**src/design/crc8cfr_pkg.sv**
```systemverilog
// Shared types, frame constants and the CRC-8 byte update for the command receiver.
`timescale 1ns / 1ps

package crc8cfr_pkg;

    localparam logic [7:0] HDR_FIRST  = 8'hAA;
    localparam logic [7:0] HDR_SECOND = 8'h55;
    localparam logic [7:0] WANT_VER   = 8'h01;
    localparam logic [7:0] WANT_TYPE  = 8'h02;
    localparam logic [7:0] WANT_LEN   = 8'h02;
    localparam logic [7:0] CRC_POLY   = 8'h07;
    localparam logic [7:0] CRC_INIT   = 8'h00;

    localparam logic [1:0] REG_START = 2'd0;
    localparam logic [1:0] REG_STOP  = 2'd1;
    localparam logic [1:0] REG_DUTY  = 2'd2;

    localparam logic [7:0] START_RESET = 8'd1;
    localparam logic [7:0] STOP_RESET  = 8'd2;
    localparam logic [7:0] DUTY_RESET  = 8'd3;

    typedef logic [1:0] kind_t;

    localparam kind_t KIND_START = 2'd0;
    localparam kind_t KIND_STOP  = 2'd1;
    localparam kind_t KIND_DUTY  = 2'd2;

    typedef struct packed {
        logic [7:0] start_code;
        logic [7:0] stop_code;
        logic [7:0] duty_code;
    } cmd_codes_t;

    typedef struct packed {
        logic       valid;
        kind_t      kind;
        logic [7:0] value;
    } frame_result_t;

    // MSB-first CRC-8, no reflection, no final XOR
    function automatic logic [7:0] crc8_add_byte(input logic [7:0] crc, input logic [7:0] b);
        logic [7:0] v;
        v = crc ^ b;
        for (int k = 0; k < 8; k++)
        begin
            if (v[7])
            begin
                v = {v[6:0], 1'b0} ^ CRC_POLY;
            end
            else
            begin
                v = {v[6:0], 1'b0};
            end
        end
        return v;
    endfunction

endpackage

```
**src/design/crc8cfr_deframer.sv**
```systemverilog
// Frame tracker: header hunt, field checks, running CRC and command match.
`timescale 1ns / 1ps

module crc8cfr_deframer (
    input  logic                       clk,
    input  logic                       rst_n,
    input  logic                       accept,
    input  logic [7:0]                 data,
    input  crc8cfr_pkg::cmd_codes_t    codes,
    output crc8cfr_pkg::frame_result_t result
);
    import crc8cfr_pkg::*;

    localparam logic [2:0] POS_HDR1  = 3'd0;
    localparam logic [2:0] POS_HDR2  = 3'd1;
    localparam logic [2:0] POS_VER   = 3'd2;
    localparam logic [2:0] POS_TYPE  = 3'd3;
    localparam logic [2:0] POS_LEN   = 3'd4;
    localparam logic [2:0] POS_CMD   = 3'd5;
    localparam logic [2:0] POS_VALUE = 3'd6;
    localparam logic [2:0] POS_CRC   = 3'd7;

    logic [2:0] pos_reg, pos_next;
    logic [7:0] crc_reg, crc_next;
    logic       ok_reg, ok_next;
    logic [7:0] cmd_reg, cmd_next;
    logic [7:0] val_reg, val_next;

    frame_result_t res;

    always_comb
    begin
        pos_next  = pos_reg;
        crc_next  = crc_reg;
        ok_next   = ok_reg;
        cmd_next  = cmd_reg;
        val_next  = val_reg;
        res.valid = 1'b0;
        res.kind  = KIND_START;
        res.value = val_reg;

        case (pos_reg)
            POS_HDR1:
            begin
                if (data == HDR_FIRST)
                begin
                    pos_next = POS_HDR2;
                end
            end
            POS_HDR2:
            begin
                // a bad second byte is not retried as a first header byte
                if (data == HDR_SECOND)
                begin
                    pos_next = POS_VER;
                    crc_next = CRC_INIT;
                    ok_next  = 1'b1;
                end
                else
                begin
                    pos_next = POS_HDR1;
                end
            end
            POS_VER:
            begin
                if (data != WANT_VER)
                begin
                    ok_next = 1'b0;
                end
            end
            POS_TYPE:
            begin
                if (data != WANT_TYPE)
                begin
                    ok_next = 1'b0;
                end
            end
            POS_LEN:
            begin
                if (data != WANT_LEN)
                begin
                    ok_next = 1'b0;
                end
            end
            POS_CMD:
            begin
                cmd_next = data;
            end
            POS_VALUE:
            begin
                val_next = data;
            end
            default:
            begin
                pos_next = POS_HDR1;
                // earlier registers win when codes overlap
                if (ok_reg && data == crc_reg)
                begin
                    if (cmd_reg == codes.start_code)
                    begin
                        res.valid = 1'b1;
                        res.kind  = KIND_START;
                    end
                    else if (cmd_reg == codes.stop_code)
                    begin
                        res.valid = 1'b1;
                        res.kind  = KIND_STOP;
                    end
                    else if (cmd_reg == codes.duty_code)
                    begin
                        res.valid = 1'b1;
                        res.kind  = KIND_DUTY;
                    end
                end
            end
        endcase

        if (pos_reg inside {[POS_VER:POS_VALUE]})
        begin
            crc_next = crc8_add_byte(crc_reg, data);
            pos_next = pos_reg + 3'd1;
        end

        res.valid = res.valid & accept;
    end

    assign result = res;

    always_ff @(posedge clk or negedge rst_n)
    begin
        if (!rst_n)
        begin
            pos_reg <= POS_HDR1;
            crc_reg <= CRC_INIT;
            ok_reg  <= 1'b1;
            cmd_reg <= 8'd0;
            val_reg <= 8'd0;
        end
        else if (accept)
        begin
            pos_reg <= pos_next;
            crc_reg <= crc_next;
            ok_reg  <= ok_next;
            cmd_reg <= cmd_next;
            val_reg <= val_next;
        end
    end

    a_result_on_crc_byte: assert property (@(posedge clk) disable iff (!rst_n)
        res.valid |-> (pos_reg == POS_CRC && ok_reg && data == crc_reg))
        else $error("result raised outside a valid CRC byte");

    a_header_enters_frame: assert property (@(posedge clk) disable iff (!rst_n)
        (accept && pos_reg == POS_HDR2 && data == HDR_SECOND)
            |=> (pos_reg == POS_VER && crc_reg == CRC_INIT && ok_reg))
        else $error("header did not start a fresh frame");

    a_frame_ends_hunting: assert property (@(posedge clk) disable iff (!rst_n)
        (accept && pos_reg == POS_CRC) |=> pos_reg == POS_HDR1)
        else $error("frame end did not return to hunting");

endmodule

```
**src/design/crc8_command_frame_receiver.sv**
```systemverilog
// Top level of the CRC-8 framed command receiver: code registers and result buffer.
`timescale 1ns / 1ps

// Takes one received byte per clock on the in channel while in_stall is low and returns,
// at most once per eight-byte frame (0xAA 0x55, version, type, length, command, value,
// CRC-8/0x07), the decoded command kind and value byte. Each byte is folded into the
// frame state in the cycle it is accepted, so the sustained rate is one byte per cycle
// while in_stall is low; a result is registered into the two-entry buffer (output
// register plus skid register), and in_stall rises only when both entries are full.
// Command codes are to be written through the cfg port only while the block is idle;
// the block does not enforce this. cfg_ready is always high; index 3 writes are ignored.
module crc8_command_frame_receiver (
    input  logic               clk,
    input  logic               rst_n,
    input  logic               in_valid,
    output logic               in_stall,
    input  logic [7:0]         rx_data,
    output logic               out_valid,
    input  logic               out_stall,
    output crc8cfr_pkg::kind_t command_kind,
    output logic [7:0]         command_value,
    input  logic               cfg_valid,
    output logic               cfg_ready,
    input  logic [1:0]         cfg_index,
    input  logic [7:0]         cfg_data
);
    import crc8cfr_pkg::*;

    cmd_codes_t    codes_reg;
    frame_result_t frame_res;

    logic       accept;
    logic       pop;
    logic       push;

    logic       out_valid_reg;
    kind_t      out_kind_reg;
    logic [7:0] out_value_reg;
    logic       skid_valid_reg;
    kind_t      skid_kind_reg;
    logic [7:0] skid_value_reg;

    assign cfg_ready = 1'b1;
    assign in_stall  = skid_valid_reg;
    assign accept    = in_valid && !in_stall;
    assign pop       = out_valid_reg && !out_stall;
    assign push      = frame_res.valid;

    always_ff @(posedge clk or negedge rst_n)
    begin
        if (!rst_n)
        begin
            codes_reg.start_code <= START_RESET;
            codes_reg.stop_code  <= STOP_RESET;
            codes_reg.duty_code  <= DUTY_RESET;
        end
        else if (cfg_valid && cfg_ready)
        begin
            case (cfg_index)
                REG_START: codes_reg.start_code <= cfg_data;
                REG_STOP:  codes_reg.stop_code  <= cfg_data;
                REG_DUTY:  codes_reg.duty_code  <= cfg_data;
                default:   ;
            endcase
        end
    end

    crc8cfr_deframer u_deframer (
        .clk    (clk),
        .rst_n  (rst_n),
        .accept (accept),
        .data   (rx_data),
        .codes  (codes_reg),
        .result (frame_res)
    );

    always_ff @(posedge clk or negedge rst_n)
    begin
        if (!rst_n)
        begin
            out_valid_reg  <= 1'b0;
            skid_valid_reg <= 1'b0;
        end
        else
        begin
            if (pop)
            begin
                if (skid_valid_reg)
                begin
                    out_valid_reg  <= 1'b1;
                    skid_valid_reg <= 1'b0;
                end
                else
                begin
                    out_valid_reg <= push;
                end
            end
            else if (!out_valid_reg)
            begin
                out_valid_reg <= push;
            end
            else if (push)
            begin
                skid_valid_reg <= 1'b1;
            end
        end
    end

    // payload: refill from skid, take a new request into the free slot
    always_ff @(posedge clk)
    begin
        if (pop && skid_valid_reg)
        begin
            out_kind_reg  <= skid_kind_reg;
            out_value_reg <= skid_value_reg;
        end
        else if (push && (pop || !out_valid_reg))
        begin
            out_kind_reg  <= frame_res.kind;
            out_value_reg <= frame_res.value;
        end
        else if (push)
        begin
            skid_kind_reg  <= frame_res.kind;
            skid_value_reg <= frame_res.value;
        end
    end

    assign out_valid     = out_valid_reg;
    assign command_kind  = out_kind_reg;
    assign command_value = out_value_reg;

    a_skid_behind_out: assert property (@(posedge clk) disable iff (!rst_n)
        skid_valid_reg |-> out_valid_reg)
        else $error("skid entry held while output register is empty");

    a_no_push_when_full: assert property (@(posedge clk) disable iff (!rst_n)
        skid_valid_reg |-> !push)
        else $error("result produced while both buffer entries are full");

    a_blocked_push_to_skid: assert property (@(posedge clk) disable iff (!rst_n)
        (push && out_valid_reg && !pop) |=> (skid_valid_reg && out_valid_reg))
        else $error("result lost behind a stalled output");

    a_kind_legal: assert property (@(posedge clk) disable iff (!rst_n)
        out_valid_reg |-> (command_kind == KIND_START || command_kind == KIND_STOP
                           || command_kind == KIND_DUTY))
        else $error("output holds an undefined command kind");

endmodule
```
**config.mk**
```make
export PLATFORM = sky130hd
export DESIGN_NAME = crc8_command_frame_receiver
export DESIGN_NICKNAME = d
export VERILOG_FILES = /design/src/design/crc8cfr_pkg.sv /design/src/design/crc8cfr_deframer.sv /design/src/design/crc8_command_frame_receiver.sv
export SDC_FILE = /design/constraint.sdc
export NUM_CORES = 1
export LEC_CHECK = 0
export ABC_AREA = 0
export BUFFER_PORTS_ARGS = -buffer_cell sky130_fd_sc_hd__buf_2
export CAP_MARGIN = 5
export CELL_PAD_IN_SITES_DETAIL_PLACEMENT = 1
export CELL_PAD_IN_SITES_GLOBAL_PLACEMENT = 2
export CORE_ASPECT_RATIO = 2
export CORE_UTILIZATION = 41
export CTS_CLUSTER_DIAMETER = 150
export DETAILED_ROUTE_END_ITERATION = 10
export PLACE_DENSITY_LB_ADDON = 0.1
export REMOVE_ABC_BUFFERS = 1
export SETUP_SLACK_MARGIN = 0.2
export SLEW_MARGIN = 20
export SYNTH_ARGS = -nofsm -noshare
export SYNTH_HDL_FRONTEND = slang
export SYNTH_HIERARCHICAL = 1
export SYNTH_SLANG_ARGS = --single-unit
```
**constraint.sdc**
```tcl
create_clock -name clk -period 3.3 [get_ports clk]
set_clock_uncertainty 0.2 [all_clocks]
set_input_delay 0.165 -clock clk [delete_from_list [all_inputs] [get_ports clk]]
set_output_delay 0.165 -clock clk [all_outputs]
set_load 0.05 [all_outputs]
```
==> results of run 1 <==
==> final cells by class <==
| type | instances | area share (%) |
|---|---|---|
| flip-flops and latches | 74 | 44.57 |
| multi-input cells | 186 | 37.05 |
| repair buffers | 54 | 8.032 |
| clock buffers | 10 | 5.212 |
| well taps | 100 | 2.848 |
| clock inverters | 6 | 1.851 |
| inverters | 5 | 0.4272 |
==> cells by family (layout without fill, tap and decap cells) <==
logic type	after synthesis	after routing	synth area share, %
DFF	74	74	54.10
AOI/OAI and AO/OA	31	31	5.254
and+or+nand+nor	51	51	8.296
muxes	53	53	16.42
adders and majority gates	8	8	2.765
xor gates and xnor gates	42	42	11.96
buffers and inverters	9	75	1.106
other	1	1	0.1036
==> cell usage in the layout (no fill, tap or decap), types with 6 or more instances in the layout <==
cell           count
nor4_1             6
nor2_1             8
clkbuf_16          9
xnor2_1           26
dlygate4sd3_1     13
buf_2             34
dfrtp_1           49
nand2_1           11
buf_4              7
ha_1               8
o21ai_0            9
xor2_1            11
edfxtp_1          20
mux2_2            51
a21oi_1            8
==> what timing repair did <==
item | CTS | global route
hold buffers | 13 | 0
resized for setup | 0 | 2
hold endpoints to repair | 58 | 0
buffers inserted | 0 | 0
setup endpoints to repair | 0 | 20
==> through the flow <==
step / instance area, um^2 / hold WS, ns / worst slack [ns]
after floorplan: 3598 / -0.3306 / 0.5225
after global placement: 3946 / 0.02859 / 0.5544
after detailed placement: 3946 / 0.02567 / 0.4557
after CTS: 4387 / 0.03348 / 0.3016
after global routing: 4393 / 0.03895 / 0.2765
final: 4393 / 0.03692 / 0.5329
==> routing by layer <==
layer / vias up / global-route usage (%) / part of all wire [%]
met5: - / 0 / 0
met4: 0 / 8.449 / 2.2
met3: 13 / 3.801 / 2.4
met2: 40 / 37.20 / 57
met1: 1195 / 22.50 / 38
li1: 1096 / - / -
==> power breakdown <==
| part | switching, mW | internal (mW) |
|---|---|---|
| clock network | 0.364 | 0.656 |
| logic | 0.445 | 0.532 |
| registers | 0.203 | 1.16 |
| total | 1.01 | 2.34 |
==> final timing paths <==
kind / startpoint / to
max: rx_data[7] / skid_value_reg[5]
min: rx_data[6] / u_deframer/val_reg[6]
max reg2reg: u_deframer/crc_reg[7] / skid_value_reg[5]
min reg2reg: u_deframer/val_reg[5] / skid_value_reg[5]
max in group asynchronous: rst_n / codes_reg[16]
min in group asynchronous: rst_n / codes_reg[20]
==> worst max-delay path, stage by stage <==
cell	delay [ns]
dlygate4sd3_1	0.52
buf_2	0.16
xnor2_1	0.34
ha_1	0.22
nand3_1	0.08
nor4_1	0.20
o211ai_1	0.20
a211oi_2	0.30
and3_2	0.39
==> run metrics, run 1 <==
outcome finished clean; worst min path class input port to flip-flop; Detailed Route WL 8.506 mm; Final TNS setup 0 ns; Layout Nets 361; Layout Cells excl Fill 435; wire length of the first global-routing pass 13.37 mm; critical path type input port to flip-flop; register clock-pin slew on the reported worst setup and hold paths 0.06 ns; via count of the first global-routing pass 2520; Crit. End Element flip-flop; number of warnings issued by yosys 6; core area 8588 um^2; crit-path max FO 10; instance count of the mapped netlist 269; Final Cycle Share 83.85%; clock root buffer master clkbuf_16; final hold violation count 0; instance count along the most critical hold path 2; Distinct cells, synth 44; Worst EP arrival 2.58 ns; cell type contributing the most total cell area after synthesis dfrtp_1; power after layout 3.356 mW; proportion of layout cells with a drive suffix above 1 36.12%; post-layout util 51.15%; R2R cell count 7; Worst VDD drop 0.0004159 V; number of clock sinks 74; placed cell count 406; Remaining Overflow, GRT 0; GR Util All Layers 20.64%; routed vias/inst 5.389; Startpoint Class input port; Die Ht 134.9 um; latest clock arrival within the worst-skew pair 0.33 ns; internal reg-to-reg setup slack 0.65 ns; buffer levels on the longest clock path 2; post-synthesis async set-or-reset flop share 72.97%; Setup violations, final 0; number of vias after detailed routing 2344; Post-route DRC 0; maximum clock frequency 361.4 MHz; transition at the pin with the smallest max-transition slack 0.7715 ns; number of search-and-repair iterations in the first detailed-routing pass 4; TritonCTS clock tree done; Max H-tree Level 3; Leakage 1.866 nW; post-synthesis sequential area ratio 54.10%; top cell types by occurrence after synthesis mux2_2, dfrtp_1, xnor2_1; critical path required time 3.11 ns; routed length per placed instance 19.55 um; Syn Area/Cell 13.46 um^2; max_cap viols 0; worst-case headroom to the max-slew limit 48.22%; most common flop cell mapped by yosys dfrtp_1; register area 1958 um^2; Inserted Diodes 0; #FFs+latches synth 74; combined area of all synthesized cells 3620 um^2; pwr/cell area 764.0 nW/um^2; number of placement rows 48; Synth top area share 33.87%; number of buffers created by CTS 9; number of antenna violations at the first check in global routing 0; ANT nets after route 0; top-count cell post-synth mux2_2; number of primary I/O pins 36; GP Congestion 0.8427; die width 68.44 um; pin count of the biggest net entering global routing 29; Detailed Route Iter0 Violations 123; setup repair after global routing missed its margin no; initial cell density of the core 42.15%; final slew viol count 0; top cells by area, synth dfrtp_1, edfxtp_1, mux2_2; Multi-input gate area 1628 um^2; Area growth, synth to finish 21.36%; fin crit period 2.767 ns; number of port buffers 34; number of flip-flops under the largest register name 24; Total Die Area 9231 um^2; filler cell count in the final layout 908; number of enable-type register cells in the synthesized netlist 20; estimated wirelength of the detail-placed design 6.531 mm
No activity file was read; power rests on OpenSTA's default activity.
==> run 2, diff against run 1 <==
ABC_AREA = 1   (was 0)
CORE_UTILIZATION = 33   (was 41)
clock period = 2.3 ns   (was 3.3 ns; I/O delays follow)
==> run 2 against run 1 <==
  * Sequential power increased by 9.6%
  * First-iteration DRC count decreased by 2.4%
  * Final cell count increased by 61%
  * Register-to-register slack got worse by 0.57 ns
  * Synthesized cell count increased by 74%
  * Die area increased by 36%
==> run metrics, run 2 <==
cell type contributing the most total cell area after synthesis dfrtp_1; TritonCTS clock tree done; fin crit period 2.222 ns; maximum clock frequency 450.1 MHz; pin count of the biggest net entering global routing 34; number of vias after detailed routing 3424; post-synthesis async set-or-reset flop share 72.97%; crit-path max FO 5; placed cell count 659; Die Ht 157.4 um; number of buffers created by CTS 9; Total Die Area 12540 um^2; Layout Cells excl Fill 700; worst path cell trace ha_2 -> ha_4 -> a21oi_2 -> o21ai_2 -> nor3_2 -> nand2_1 -> nor2_1 -> nand2_1 -> inv_2 -> inv_2 -> nor2_4 -> buf_6; clock root buffer master clkbuf_16; Final TNS setup 0 ns; number of antenna violations at the first check in global routing 0; proportion of layout cells with a drive suffix above 1 24.68%; number of warnings issued by yosys 6; setup repair after global routing missed its margin yes; Buf+Inv Stages, Crit Path 3; Worst EP arrival 2.08 ns; number of clock sinks 74; #FFs+latches synth 74; estimated wirelength of the detail-placed design 8.999 mm; die width 79.68 um; critical path type flip-flop to flip-flop; top-count cell post-synth nand2_1; number of enable-type register cells in the synthesized netlist 20; Setup violations, final 0; Max H-tree Level 3; wire length of the first global-routing pass 19.01 mm; worst hold slack after final layout 0.03379 ns; most common flop cell mapped by yosys dfrtp_1; family of cells with the greatest summed delay on the critical path simple AND/OR/NAND/NOR gates; Distinct cells, synth 34; Layout Nets 581; number of search-and-repair iterations in the first detailed-routing pass 4; Detailed Route Iter0 Violations 120; routed vias/inst 4.891; post-synthesis sequential area ratio 49.17%; pwr/cell area 670.0 nW/um^2; Post-route DRC 0; Startpoint Class flip-flop; fin worst setup slack 0.07811 ns; latest clock arrival within the worst-skew pair 0.34 ns; transition at the pin with the smallest max-transition slack 0.6033 ns; core area 11770 um^2; critical-path cell with the highest stage delay dfrtp_1; outcome finished clean; via count of the first global-routing pass 3728; summed area of non-filler cells in the final layout 5097 um^2; register clock-pin slew on the reported worst setup and hold paths 0.06 ns; worst-case headroom to the max-slew limit 59.78%; combined area of all synthesized cells 3983 um^2; worst stage delay on the critical path 0.39 ns; Detailed Route WL 11.80 mm; max_cap viols 0; Inserted Diodes 0; leading cell type in the layout, fill and taps excluded nand2_1; standard cell area after detailed placement 4432 um^2; number of placement rows 56; initial cell density of the core 33.83%; post-layout util 43.30%; routed length per placed instance 16.86 um; number of flip-flops under the largest register name 24; Remaining Overflow, GRT 0; GR Util All Layers 20.82%; buffer levels on the longest clock path 2; final hold violation count 0; worst slack after detailed placement -0.05745 ns; number of port buffers 34; Area growth, synth to finish 27.99%; ANT nets after route 0; top cells by area, synth dfrtp_1, nand2_1, edfxtp_1; top cell types by occurrence after synthesis nand2_1, dfrtp_1, nand4_1; power after layout 3.415 mW; critical path required time 2.15 ns; Syn Area/Cell 8.492 um^2; Crit. End Element flip-flop; final slew viol count 0; Synth top area share 30.79%; Worst VDD drop 0.0004036 V; GP Congestion 0.8604; instance count of the mapped netlist 469; Leakage 2.396 nW; worst min path class input port to flip-flop; highest-count cells in the layout ignoring fill and taps nand2_1, dfrtp_1, buf_2, nand4_1, buf_4; number of primary I/O pins 36; Final Cycle Share 96.60%
==> run 2: repair_timing <==
item / in CTS / in global routing
endpoints found under the setup margin: 22 / 39
hold buffers: 16 / 0
endpoints found under the hold margin: 52 / 0
pin swaps: 11 / 8
cloned: 1 / 0
setup buffers: 5 / 3
resized for setup: 27 / 10
==> run 2: area by class of cell <==
| cell class | count | area (um^2) |
|---|---|---|
| inverters | 37 | 143.9 |
| repair buffers | 82 | 605.6 |
| flip-flops and latches | 74 | 1958 |
| well taps | 145 | 181.4 |
| clock inverters | 7 | 77.57 |
| fillers | 1427 | 6674 |
| multi-input cells | 346 | 1906 |
| clock buffers | 9 | 225.2 |
==> run 2: worst paths after layout <==
check,slack (ns),depth (start not counted),start,end
max,0.08,12,u_deframer/pos_reg[0],skid_value_reg[3]
min,0.03,3,rx_data[2],u_deframer/val_reg[2]
max reg2reg,0.08,12,u_deframer/pos_reg[0],skid_value_reg[3]
min reg2reg,0.28,2,codes_reg[0],codes_reg[0]
max in group asynchronous,1.11,3,rst_n,u_deframer/ok_reg
min in group asynchronous,0.12,2,rst_n,codes_reg[15]
==> run 2: where the power goes <==
part	total, mW	internal (mW)	switching (mW)	leakage, nW
registers	1.49	1.43	0.0583	0.876
clock network	1.43	0.849	0.580	0.146
logic	0.496	0.210	0.286	1.37
==> run 2: worst reg2reg max path: stages, from the launching register on <==
cell and delay, ns:
dfrtp_1 0.39, ha_2 0.21, ha_4 0.16, a21oi_2 0.12, o21ai_2 0.08, nor3_2 0.18
nand2_1 0.07, nor2_1 0.10, nand2_1 0.07, inv_2 0.08, inv_2 0.05, nor2_4 0.10
buf_6 0.13
==> run 2: layer usage <==
metal | up-vias | part of all wire (%) | track usage [%]
met5 | - | 0 | 0
met4 | 0 | 3.4 | 8.831
met3 | 22 | 1.6 | 3.536
met2 | 49 | 57 | 40.29
met1 | 1650 | 38 | 21.05
li1 | 1703 | - | -
==> run 2: kinds of logic (layout without fill, tap and decap cells) <==
group	after synthesis	after routing	share of synthesized area, %
simple gates	276	276	31.61
other cells	1	1	0.09416
buf+inv	49	135	5.686
flops	74	74	49.17
compound gates	32	32	4.179
xor+xnor	29	29	6.755
fa+ha+maj	8	8	2.513
